==> config.mk <==
export PLATFORM = sky130hd
export DESIGN_NAME = rgbmg_ctrl
export DESIGN_NICKNAME = d
export VERILOG_FILES = /design/src/rtl/core/rgbmg_pkg.sv /design/src/rtl/core/rgbmg_ctrl.sv
export SDC_FILE = /design/constraint.sdc
export NUM_CORES = 1
export LEC_CHECK = 0
export BUFFER_PORTS_ARGS = -buffer_cell sky130_fd_sc_hd__buf_2
export CELL_PAD_IN_SITES_DETAIL_PLACEMENT = 1
export CELL_PAD_IN_SITES_GLOBAL_PLACEMENT = 2
export CORE_MARGIN = 2
export CORE_UTILIZATION = 31
export DETAILED_ROUTE_END_ITERATION = 10
export GPL_TIMING_DRIVEN = 0
export PLACE_DENSITY = 0.86
export SYNTH_ARGS = -nofsm -noshare
export SYNTH_HDL_FRONTEND = slang
export SYNTH_SLANG_ARGS = --single-unit
==> constraint.sdc <==
create_clock -name clk -period 3.8 [get_ports clk]
set_clock_uncertainty 0.15 [all_clocks]
set_input_delay 0 -clock clk [delete_from_list [all_inputs] [get_ports clk]]
set_output_delay 0 -clock clk [all_outputs]
set_load 0.02 [all_outputs]
==> src/rtl/core/rgbmg_pkg.sv <==
// rgbmg_pkg: shared types, constants and state codes for the rgb magnitude core
// no dependencies
`timescale 1ns / 1ps
package rgbmg_pkg;
	localparam int MAX_PIXELS_DEF = 65536;
	localparam logic [7:0] BRIGHT_RST = 8'd255;
	localparam logic INVERT_RST = 1'b1;
	localparam logic OP_LOAD = 1'b0;
	localparam logic OP_READ = 1'b1;
	localparam logic REG_BRIGHT = 1'b0;
	localparam logic REG_INVERT = 1'b1;
	localparam int MAG_W = 17;
	localparam int SQ_W = 34;
	localparam int SQRT_STEPS = 17;
	localparam int DIV_STEPS = 17;
	localparam int NUM_W = 33;

	typedef struct packed {
		logic operation;
		logic [7:0] red;
		logic [7:0] green;
		logic [7:0] blue;
		logic frame_end;
	} in_item_t;

	typedef struct packed {
		logic [15:0] gray_value;
		logic last_pixel;
	} out_item_t;

	typedef enum logic [3:0] {
		ST_IDLE, ST_SQ, ST_SQRT, ST_STORE, ST_RDADDR, ST_RDDATA, ST_MUL, ST_DIV,
		ST_FINISH, ST_OUT
	} state_t;

	typedef struct packed {
		logic start_sq;
		logic sqrt_step;
		logic store;
		logic new_frame;
		logic rd_addr;
		logic rd_data;
		logic mul;
		logic div_step;
		logic finish;
		logic out_take;
	} cmd_t;

	typedef struct packed {
		logic frame_closed;
		logic can_read;
	} sts_t;
endpackage

==> src/rtl/core/rgbmg_ctrl.sv <==
// rgbmg_ctrl: sequencer for load (square root) and read (division) items
// depends on rgbmg_pkg
`timescale 1ns / 1ps
module rgbmg_ctrl (
	input logic clk,
	input logic arst_n,
	input logic in_valid,
	input logic in_op,
	input logic out_ready,
	input rgbmg_pkg::sts_t sts,
	output logic in_ready,
	output logic out_valid,
	output rgbmg_pkg::cmd_t cmd
);
	rgbmg_pkg::state_t state_q, state_d;
	logic [4:0] cnt_q, cnt_d;

	always_ff @(posedge clk or negedge arst_n) begin
		if (!arst_n) begin
			state_q <= rgbmg_pkg::ST_IDLE;
			cnt_q <= '0;
		end else begin
			state_q <= state_d;
			cnt_q <= cnt_d;
		end
	end

	always_comb begin
		state_d = state_q;
		cnt_d = cnt_q;
		cmd = '0;
		in_ready = 1'b0;
		out_valid = 1'b0;
		unique case (state_q)
			rgbmg_pkg::ST_IDLE: begin
				in_ready = 1'b1;
				if (in_valid) begin
					if (in_op == rgbmg_pkg::OP_LOAD) begin
						cmd.start_sq = 1'b1;
						cmd.new_frame = sts.frame_closed;
						state_d = rgbmg_pkg::ST_SQ;
					end else if (sts.can_read) begin
						cmd.rd_addr = 1'b1;
						state_d = rgbmg_pkg::ST_RDDATA;
					end
				end
			end
			rgbmg_pkg::ST_SQ: begin
				cnt_d = '0;
				state_d = rgbmg_pkg::ST_SQRT;
			end
			rgbmg_pkg::ST_SQRT: begin
				cmd.sqrt_step = 1'b1;
				cnt_d = cnt_q + 5'd1;
				if (cnt_q == 5'(rgbmg_pkg::SQRT_STEPS - 1)) state_d = rgbmg_pkg::ST_STORE;
			end
			rgbmg_pkg::ST_STORE: begin
				cmd.store = 1'b1;
				state_d = rgbmg_pkg::ST_IDLE;
			end
			rgbmg_pkg::ST_RDADDR: state_d = rgbmg_pkg::ST_RDDATA;
			rgbmg_pkg::ST_RDDATA: begin
				cmd.rd_data = 1'b1;
				state_d = rgbmg_pkg::ST_MUL;
			end
			rgbmg_pkg::ST_MUL: begin
				cmd.mul = 1'b1;
				cnt_d = '0;
				state_d = rgbmg_pkg::ST_DIV;
			end
			rgbmg_pkg::ST_DIV: begin
				cmd.div_step = 1'b1;
				cnt_d = cnt_q + 5'd1;
				if (cnt_q == 5'(rgbmg_pkg::DIV_STEPS - 1)) state_d = rgbmg_pkg::ST_FINISH;
			end
			rgbmg_pkg::ST_FINISH: begin
				cmd.finish = 1'b1;
				state_d = rgbmg_pkg::ST_OUT;
			end
			rgbmg_pkg::ST_OUT: begin
				out_valid = 1'b1;
				if (out_ready) begin
					cmd.out_take = 1'b1;
					state_d = rgbmg_pkg::ST_IDLE;
				end
			end
			default: state_d = rgbmg_pkg::ST_IDLE;
		endcase
	end
endmodule

After elaboration in Yosys (flattened, before gate mapping)
Index checks and enable logic that the tools add are counted.

Add/sub/neg operators: 1. $mul: 0. Div/mod/pow operators: 0. Magnitude comparators: 0. Equality and inequality tests: 15. Shift-type cells: 0. Mux-type cells: 26. Bitwise operators: 0. Reductions and logical operators: 5.

Operators by type and width (count): $pmux W4 S9 (1); $mux W4 (6); $eq A4 B3 Y1 const B (4); $mux W1 (16); $pmux W5 S2 (1); $eq A4 B2 Y1 const B (2); $eq A4 B4 Y1 const B (2); $ne A2 B2 Y1 const B (4); $add A5 B1 Y5 const B (1); $eq A5 B5 Y1 const B (1); $reduce_and A5 Y1 (1); $eq A4 B1 Y1 const B (1); $logic_not A4 Y1 (1); $mux W2 (2); $reduce_or A2 Y1 (2); $ne A3 B3 Y1 const B (1); $reduce_bool A2 Y1 (1).

Register bits after elaboration: 9. Bits in latches: 0. RAM bits: 0. Bits in read-only memories: 0. Bits of input ports: 7. Output and inout bits: 12. Logic and storage cells: 49. Memories kept: 0.

Logic depth before layout (Yosys ltp)
Gate-level depths: netlist of the first run.

Word-level depth: 4. Gate-level depth with buffers: 6. Mapped depth without buffers: 6.

Worst setup path after synthesis of the first run
Ideal clock, no wire load.

Path kind: register to output. From: register state_q[0]. To: output port cmd[6] in the netlist's numbering. Arrival: 1813 ps. Data required time: 3650 ps. Setup slack: 1837 ps. Stages on the path, launching flop included: 6. Path buffers: 0. Cell sequence: dfrtp_1 > or4_1 > inv_1 > nand2_1 > nor2_1 > and2_1.

RTL lines: start: declaration (RTL line rgbmg_ctrl.sv:15) `rgbmg_pkg::state_t state_q, state_d;`; start signal: assignment (RTL line rgbmg_ctrl.sv:20) `state_q <= rgbmg_pkg::ST_IDLE;`; start signal: assignment (RTL line rgbmg_ctrl.sv:23) `state_q <= state_d;`; end: declaration (RTL line rgbmg_ctrl.sv:13) `output rgbmg_pkg::cmd_t cmd`.

==> insert_results.sql, run 1 <==
INSERT INTO impl_metrics (metric_group, metric, value, unit) VALUES
('global_route', 'grt_first_pass_wirelength', '3.02', 'mm'),
('synthesis', 'synth.net_count', '87', ''),
('placement', 'port_buffers', '18', ''),
('die', 'ioPinCount', '19', ''),
('global_route', 'global_route.usage.total', '0.156', ''),
('power_and_ir_drop', 'power_frac_clock', '0.132', ''),
('synthesis', 'synth.yosys.seq_area_share', '0.334', ''),
('global_route', 'grt_antenna_before_repair', '0', ''),
('placement', 'dp_hpwl', '1.30', 'mm'),
('clock_tree', 'worst_setup_hold_path_clk_slew', '0.07', 'ns'),
('worst_setup_path', 'worst_ep_arrival_time', '1.83', 'ns'),
('worst_setup_path', 'startpoint_to_endpoint_class_of_the_critical_path', 'flop to output pin', ''),
('clock_tree', 'clkLatencyLatePin', '0.26', 'ns'),
('clock_tree', 'cts_buffer_depth', '2', ''),
('worst_setup_path', 'regToRegStartpoint', 'state_q[2]$_DFFE_PN0P_', ''),
('timing', 'max_freq', '506', 'MHz'),
('clock_tree', 'cts_repair_resize_count', '0', ''),
('clock_tree', 'clock_tree_from_tritoncts', 'done', ''),
('die', 'die-area', '2560', 'µm²'),
('job', 'max-cap-violations', '0', ''),
('synthesis', 'number_of_register_bits_inferred_by_synthesis', '9', ''),
('synthesis', 'synth_flop_cell', 'sky130_fd_sc_hd__dfrtp_1', ''),
('timing', 'worst_slew_margin_rel', '0.695', ''),
('synthesis', 'synthDominantCellAreaShare', '0.334', ''),
('worst_setup_path', 'critical_path.startpoint_type', 'flop', ''),
('route', 'postRouteWirelength', '1.76', 'mm'),
('finish', 'post_route_cells_drive_above_1_share', '0.276', ''),
('route', 'total_via_count_in_the_routed_design', '644', ''),
('power_and_ir_drop', 'power_frac_comb', '0.594', ''),
('power_and_ir_drop', 'power.leakage', '0.000416', 'µW'),
('finish', 'layout.nets', '115', ''),
('synthesis', 'synth.avg_cell_area', '8.65', 'µm²'),
('finish', 'diodes', '0', ''),
('worst_setup_path', 'required', '3.65', 'ns'),
('die', 'floorplan.initialDensity', '0.337', ''),
('route', 'ant_nets', '0', ''),
('power_and_ir_drop', 'p_sw', '273', 'µW'),
('timing', 'timing_worst_slew_pin_value', '0.456', 'ns'),
('timing', 'grt_setup_unrepaired', 'false', ''),
('die', 'chipHeight', '50.6', 'µm'),
('placement', 'globalplace.congestion', '0.696', ''),
('synthesis', 'post_synth_instance_area', '674', 'µm²'),
('route', 'vias_per_cell', '4.88', ''),
('synthesis', 'ys_async_sr_fraction', '1.00', ''),
('worst_setup_path', 'worst-r2r-setup-slack', '1.89', 'ns'),
('power_and_ir_drop', 'power.density', '677', 'nW/µm²'),
('synthesis', 'synth_commonest_cells', 'sky130_fd_sc_hd__dfrtp_1, sky130_fd_sc_hd__nor2_1, sky130_fd_sc_hd__o21ai_0', ''),
('global_route', 'first_global_vias', '674', ''),
('timing', 'final-setup-viol-count', '0', ''),
('route', 'route.detailed.wl_per_inst', '13.3', 'µm'),
('die', 'chipWidth', '50.6', 'µm'),
('placement', 'dpl_cell_area', '798', 'µm²'),
('outcome', 'status', 'completed', ''),
('worst_setup_path', 'critical_path.cell_chain', 'or4_1 -> inv_1 -> nand2_1 -> nor2_1 -> and2_1 -> buf_2', ''),
('clock_tree', 'cts_buffers', '3', ''),
('hold_path', 'hold_path_end', 'state_q[2]$_DFFE_PN0P_', ''),
('synthesis', 'synth_enable_flop_cells', '0', ''),
('timing', 'timing_hold_violations_final', '0', ''),
('power_and_ir_drop', 'vdd_ir_drop_max', '244', 'µV'),
('power_and_ir_drop', 'netSwitchingFraction', '0.461', ''),
('synthesis', 'synth_area_leader_cell', 'sky130_fd_sc_hd__dfrtp_1', ''),
('die', 'placementRows', '16', ''),
('finish', 'syn_to_final_growth', '29.7', '%'),
('synthesis', 'synthTopCellsByArea', 'sky130_fd_sc_hd__dfrtp_1, sky130_fd_sc_hd__o21ai_0, sky130_fd_sc_hd__nor2_1', ''),
('finish', 'fin_area', '875', 'µm²'),
('route', 'detail_route.iter0.violations', '5', ''),
('route', 'detailedRoute.firstPassIterationCount', '4', ''),
('worst_setup_path', 'r2r.worst_path.cells', '5', ''),
('power_and_ir_drop', 'sequentialPowerShare', '0.274', ''),
('hold_path', 'hold_path.class', 'input pin to flop', ''),
('hold_path', 'number_of_cells_on_the_worst_hold_path', '5', '');
## logic make-up (layout without fill, tap and decap cells)
kind of cell    Yosys count  after routing  synth area share
simple gates             40             40             0.328
flops                     9              9             0.334
xor+xnor                  4              4            0.0798
fa+ha+maj                 2              2            0.0371
buf+inv                   7             34            0.0631
compound gates           16             16             0.158
## power by group through the flow
stage               registers (µW)  clock network (µW)  logic [µW]
floorplan                      155                   0         268
global placement               163                   0         341
detailed placement             165                   0         346
CTS                            163                79.5         357
global route                   167                86.2         399
finish                         162                78.0         352
## worst max-delay path: cells and delay by family, from the launching register on
family        cells  cell delay (ns)
buf+inv           2             0.25
flops             1             0.45
simple gates      4             0.86
## registers in the layout, indices dropped and copies added (netlist names)
signal,cells
state_q,4
cnt_q,5
## area by class of cell
type | instances | area (µm²)
buffer | 4 | 31.3
timing repair buffer | 23 | 140
tap | 27 | 33.8
inverter | 3 | 11.3
fill | 251 | 1130
clock buffer | 4 | 26.3
sequential | 9 | 225
multi-input combinational | 62 | 407
## cells in the final DEF, fill, tap and decap left out
| cell type | Yosys | routed |
|---|---|---|
| sky130_fd_sc_hd__buf_2 | 1 | 19 |
| sky130_fd_sc_hd__nor2_1 | 9 | 9 |
| sky130_fd_sc_hd__o21ai_0 | 9 | 9 |
| sky130_fd_sc_hd__dfrtp_1 | 9 | 9 |
| sky130_fd_sc_hd__nand2_1 | 7 | 7 |
| sky130_fd_sc_hd__nor3_1 | 5 | 5 |
| sky130_fd_sc_hd__dlygate4sd3_1 | 0 | 5 |
| sky130_fd_sc_hd__inv_1 | 3 | 3 |
| sky130_fd_sc_hd__or2b_1 | 3 | 3 |
| sky130_fd_sc_hd__nand2b_1 | 3 | 3 |
| sky130_fd_sc_hd__nand3_1 | 3 | 3 |
| sky130_fd_sc_hd__clkbuf_4 | 0 | 3 |
| sky130_fd_sc_hd__clkbuf_1 | 1 | 2 |
| sky130_fd_sc_hd__and2_1 | 2 | 2 |
| sky130_fd_sc_hd__o31ai_1 | 2 | 2 |
| sky130_fd_sc_hd__xor2_1 | 2 | 2 |
| sky130_fd_sc_hd__ha_1 | 2 | 2 |
| sky130_fd_sc_hd__buf_8 | 1 | 1 |
| sky130_fd_sc_hd__buf_4 | 1 | 1 |
| sky130_fd_sc_hd__or4_1 | 1 | 1 |
| sky130_fd_sc_hd__and4bb_4 | 1 | 1 |
| sky130_fd_sc_hd__a211oi_1 | 1 | 1 |
| sky130_fd_sc_hd__a22o_1 | 1 | 1 |
| sky130_fd_sc_hd__xor2_4 | 1 | 1 |
| sky130_fd_sc_hd__or2_2 | 1 | 1 |
| sky130_fd_sc_hd__and2b_2 | 1 | 1 |
| sky130_fd_sc_hd__xnor2_1 | 1 | 1 |
| sky130_fd_sc_hd__o32ai_2 | 1 | 1 |
| sky130_fd_sc_hd__a21boi_0 | 1 | 1 |
| sky130_fd_sc_hd__a31oi_1 | 1 | 1 |
| sky130_fd_sc_hd__nor2b_1 | 1 | 1 |
| sky130_fd_sc_hd__or3_1 | 1 | 1 |
| sky130_fd_sc_hd__nor4_1 | 1 | 1 |
| sky130_fd_sc_hd__or4b_1 | 1 | 1 |
## how the worst max path moves through the flow
stage	start	end	slack, ns	depth (start not counted)
global placement	cnt_q[0]$_DFFE_PN0P_	state_q[0]$_DFFE_PN0P_	1.98	6
global route	state_q[3]$_DFFE_PN0P_	cmd[6]	1.65	6
floorplan	state_q[0]$_DFFE_PN0P_	cmd[6]	1.84	5
finish	state_q[3]$_DFFE_PN0P_	cmd[6]	1.82	6
detailed placement	cnt_q[0]$_DFFE_PN0P_	state_q[0]$_DFFE_PN0P_	1.96	6
CTS	state_q[3]$_DFFE_PN0P_	cmd[6]	1.82	6
## through the flow
step                      std cells  utilization  total power (µW)  hold WS, ns  setup slack [ns]
after global routing            132        0.437               652        0.123              1.65
after detailed placement        123        0.399               511       -0.280              1.96
final                           132        0.437               592       0.0832              1.82
after global placement          123        0.399               504       -0.285              1.98
after CTS                       132        0.437               599       0.0756              1.82
after floorplan                  78            -               423       -0.446              1.84
## layer usage
layer / track usage / up-vias / wire length, µm
met5: 0 / - / 0
met1: 0.180 / 307 / 781
met4: 0.0676 / 0 / 17
met3: 0.0327 / 2 / 56
met2: 0.276 / 11 / 904
li1: - / 324 / -
## what timing repair did
item                                   CTS  global route
setup buffers                            0             0
endpoints found under the hold margin   12             0
setup endpoints to repair                0             0
hold buffers                             5             0
(Power assumes the default switching activity.)
==> run 2, diff against run 1 <==
--- a/config.mk
+++ b/config.mk
@@ -9,10 +9,10 @@
 export CELL_PAD_IN_SITES_DETAIL_PLACEMENT = 1
 export CELL_PAD_IN_SITES_GLOBAL_PLACEMENT = 2
 export CORE_MARGIN = 2
-export CORE_UTILIZATION = 31
+export CORE_UTILIZATION = 26
 export DETAILED_ROUTE_END_ITERATION = 10
 export GPL_TIMING_DRIVEN = 0
-export PLACE_DENSITY = 0.86
+export PLACE_DENSITY = 0.78
 export SYNTH_ARGS = -nofsm -noshare
 export SYNTH_HDL_FRONTEND = slang
 export SYNTH_SLANG_ARGS = --single-unit
==> constraint.sdc (replaced) <==
create_clock -name clk -period 1.7 [get_ports clk]
set_clock_uncertainty 0.15 [all_clocks]
set_input_delay 0 -clock clk [delete_from_list [all_inputs] [get_ports clk]]
set_output_delay 0 -clock clk [all_outputs]
set_load 0.02 [all_outputs]
==> insert_results.sql, run 2 (same netlist as run 1, synthesis figures left out) <==
INSERT INTO impl_metrics (metric_group, metric, value, unit) VALUES
('outcome', 'status', 'finished, violations left', ''),
('outcome', 'violations', 'setup timing', ''),
('clock_tree', 'worst_setup_hold_path_clk_slew', '0.06', 'ns'),
('clock_tree', 'clock_tree_from_tritoncts', 'done', ''),
('route', 'detail_route.iter0.violations', '6', ''),
('finish', 'multiInputGateArea', '453', 'µm²'),
('finish', 'diodes', '0', ''),
('timing', 'finalCriticalPeriod', '1.81', 'ns'),
('die', 'floorplan.initialDensity', '0.272', ''),
('placement', 'port_buffers', '18', ''),
('global_route', 'globalRoute.totalOverflow', '0', ''),
('worst_setup_path', 'worstPathMaxFanout', '2', ''),
('worst_setup_path', 'worst-r2r-setup-slack', '-0.07', 'ns'),
('placement', 'place_inst', '126', ''),
('route', 'postRouteWirelength', '1.83', 'mm'),
('hold_path', 'hold_path.class', 'input pin to flop', ''),
('placement', 'dp_worst_setup_slack', '-0.117', 'ns'),
('finish', 'leading_cell_type_in_the_layout_fill_and_taps_excluded', 'sky130_fd_sc_hd__buf_2', ''),
('clock_tree', 'cts-root-buf', 'sky130_fd_sc_hd__clkbuf_4', ''),
('global_route', 'first_global_vias', '683', ''),
('timing', 'final_critical_path_share_of_the_clock_period', '1.07', ''),
('placement', 'globalplace.congestion', '0.668', ''),
('route', 'route.detailed.wl_per_inst', '12.8', 'µm'),
('die', 'chipHeight', '54.9', 'µm'),
('timing', 'drv_slew', '0', ''),
('finish', 'area.sequential', '228', 'µm²'),
('worst_setup_path', 'worst_ep_arrival_time', '1.66', 'ns'),
('die', 'ioPinCount', '19', ''),
('worst_setup_path', 'crit-reg2reg-capture', 'state_q[0]$_DFFE_PN0P_', ''),
('route', 'detailedRoute.firstPassIterationCount', '4', ''),
('global_route', 'grt_antenna_before_repair', '0', ''),
('route', 'ant_nets', '0', ''),
('power_and_ir_drop', 'power.leakage', '0.000488', 'µW'),
('worst_setup_path', 'required', '1.55', 'ns'),
('worst_setup_path', 'startpoint_to_endpoint_class_of_the_critical_path', 'flop to output pin', ''),
('hold_path', 'timing.hold.worst.start', 'sts[0]', ''),
('die', 'core-area', '2480', 'µm²'),
('finish', 'post_route_cells_drive_above_1_share', '0.442', ''),
('timing', 'final-setup-viol-count', '4', ''),
('power_and_ir_drop', 'power.density', '1520', 'nW/µm²'),
('worst_setup_path', 'regToRegStartpoint', 'state_q[0]$_DFFE_PN0P_', ''),
('timing', 'grt_setup_unrepaired', 'true', ''),
('timing', 'worst_slew_margin_rel', '0.711', ''),
('worst_setup_path', 'worst_setup_path_end_kind', 'output pin', ''),
('finish', 'fin_area', '1020', 'µm²'),
('timing', 'timing_worst_slew_pin_value', '0.432', 'ns'),
('route', 'total_via_count_in_the_routed_design', '698', ''),
('finish', 'layout.nets', '123', ''),
('clock_tree', 'cts_buffer_depth', '2', ''),
('timing', 'final.setup.worst_slack', '-0.111', 'ns'),
('finish', 'syn_to_final_growth', '50.6', '%'),
('timing', 'totalNegativeSetupSlack', '-0.213', 'ns'),
('timing', 'max_freq', '552', 'MHz'),
('clock_tree', 'clock_tree_sinks', '9', ''),
('route', 'drt_drc_violations_left', '0', ''),
('finish', 'num-fill-cells', '310', ''),
('power_and_ir_drop', 'vdd_ir_drop_max', '608', 'µV'),
('global_route', 'grt_first_pass_wirelength', '2.99', 'mm'),
('clock_tree', 'clkLatencyLatePin', '0.26', 'ns'),
('job', 'max-cap-violations', '0', ''),
('worst_setup_path', 'r2r.worst_path.cells', '6', ''),
('finish', 'finalNonFillerCells', '143', ''),
('global_route', 'global_route.usage.total', '0.138', ''),
('hold_path', 'number_of_cells_on_the_worst_hold_path', '5', ''),
('clock_tree', 'cts_buffers', '3', ''),
('die', 'die-area', '3020', 'µm²'),
('worst_setup_path', 'critical_path.startpoint_type', 'flop', ''),
('clock_tree', 'cts_max_level', '1', ''),
('die', 'chipWidth', '54.9', 'µm'),
('worst_setup_path', 'crit_path_launch', 'state_q[0]$_DFFE_PN0P_', ''),
('finish', 'top_register', 'cnt_q', ''),
('placement', 'dp_hpwl', '1.24', 'mm'),
('timing', 'holdWs', '0.128', 'ns'),
('die', 'placementRows', '18', ''),
('timing', 'timing_hold_violations_final', '0', ''),
('finish', 'reg.largest.list', 'cnt_q (5), state_q (4)', ''),
('route', 'vias_per_cell', '4.88', ''),
('finish', 'flip_flop_count_of_the_largest_register_all_copies_and_words_added', '5', ''),
('hold_path', 'hold_path_end', 'state_q[2]$_DFFE_PN0P_', ''),
('global_route', 'pin_count_of_the_biggest_net_entering_global_routing', '11', ''),
('placement', 'dpl_cell_area', '812', 'µm²'),
('finish', 'most_used_cells_in_the_layout_excluding_fill_and_tap_cells', 'sky130_fd_sc_hd__buf_2, sky130_fd_sc_hd__buf_4, sky130_fd_sc_hd__dfrtp_1', '');
[run 2: cell count changes in the layout (fill, tap and decap cells not counted), sizes merged]
cell / previous run / this run
buf: 21 / 29
[run 2: metrics by stage]
stage	utilization	power, µW
after floorplan	-	953
after global placement	0.328	1140
after detailed placement	0.328	1160
after CTS	0.390	1460
after global routing	0.410	1680
final	0.410	1540
[run 2: how the worst max path moves through the flow]
stage | endpoint | slack, ns | depth (start not counted)
after floorplan | cmd[6] | 0.004 | 5
after CTS | cmd[6] | -0.12 | 6
after global routing | cmd[6] | -0.18 | 6
after global placement | state_q[0]$_DFFE_PN0P_ | -0.09 | 6
after detailed placement | state_q[0]$_DFFE_PN0P_ | -0.12 | 6
final | cmd[6] | -0.11 | 6
[run 2: layer usage]
metal | wire [µm] | share of wire | global-route usage
met3 | 87 | 0.047 | 0.0403
met4 | 4 | 0.0022 | 0.0122
met1 | 793 | 0.43 | 0.153
met2 | 948 | 0.52 | 0.266
met5 | 0 | 0 | 0
[run 2: report_power, final]
group / switching, µW / internal (µW) / leakage (µW) / total [µW]
clock: 74.2 / 90.4 / 0.0000150 / 165
combinational: 553 / 481 / 0.000358 / 1030
sequential: 52.4 / 289 / 0.000114 / 341
[run 2: final cells by class]
type	instances	area share
Inverter	3	0.0135
Multi-Input combinational cell	62	0.446
Tap cell	30	0.0369
Sequential cell	9	0.224
Buffer	4	0.0357
Timing Repair Buffer	31	0.218
Clock buffer	4	0.0259
[run 2: what timing repair did]
| action | 4_1_cts | 5_1_grt |
|---|---|---|
| gates cloned | 0 | 0 |
| endpoints found under the hold margin | 12 | 0 |
| resized for setup | 7 | 17 |
| hold buffers | 5 | 0 |
| pin swaps | 0 | 2 |
| buffers inserted | 8 | 0 |
| setup endpoints to repair | 5 | 11 |
[run 2: critical path, stage by stage (launching register included)]
cell,delay (ns)
sky130_fd_sc_hd__dfrtp_1,0.38
sky130_fd_sc_hd__or4_4,0.57
sky130_fd_sc_hd__inv_4,0.08
sky130_fd_sc_hd__nand2_4,0.06
sky130_fd_sc_hd__nor2_4,0.07
sky130_fd_sc_hd__and2_4,0.14
sky130_fd_sc_hd__buf_6,0.10
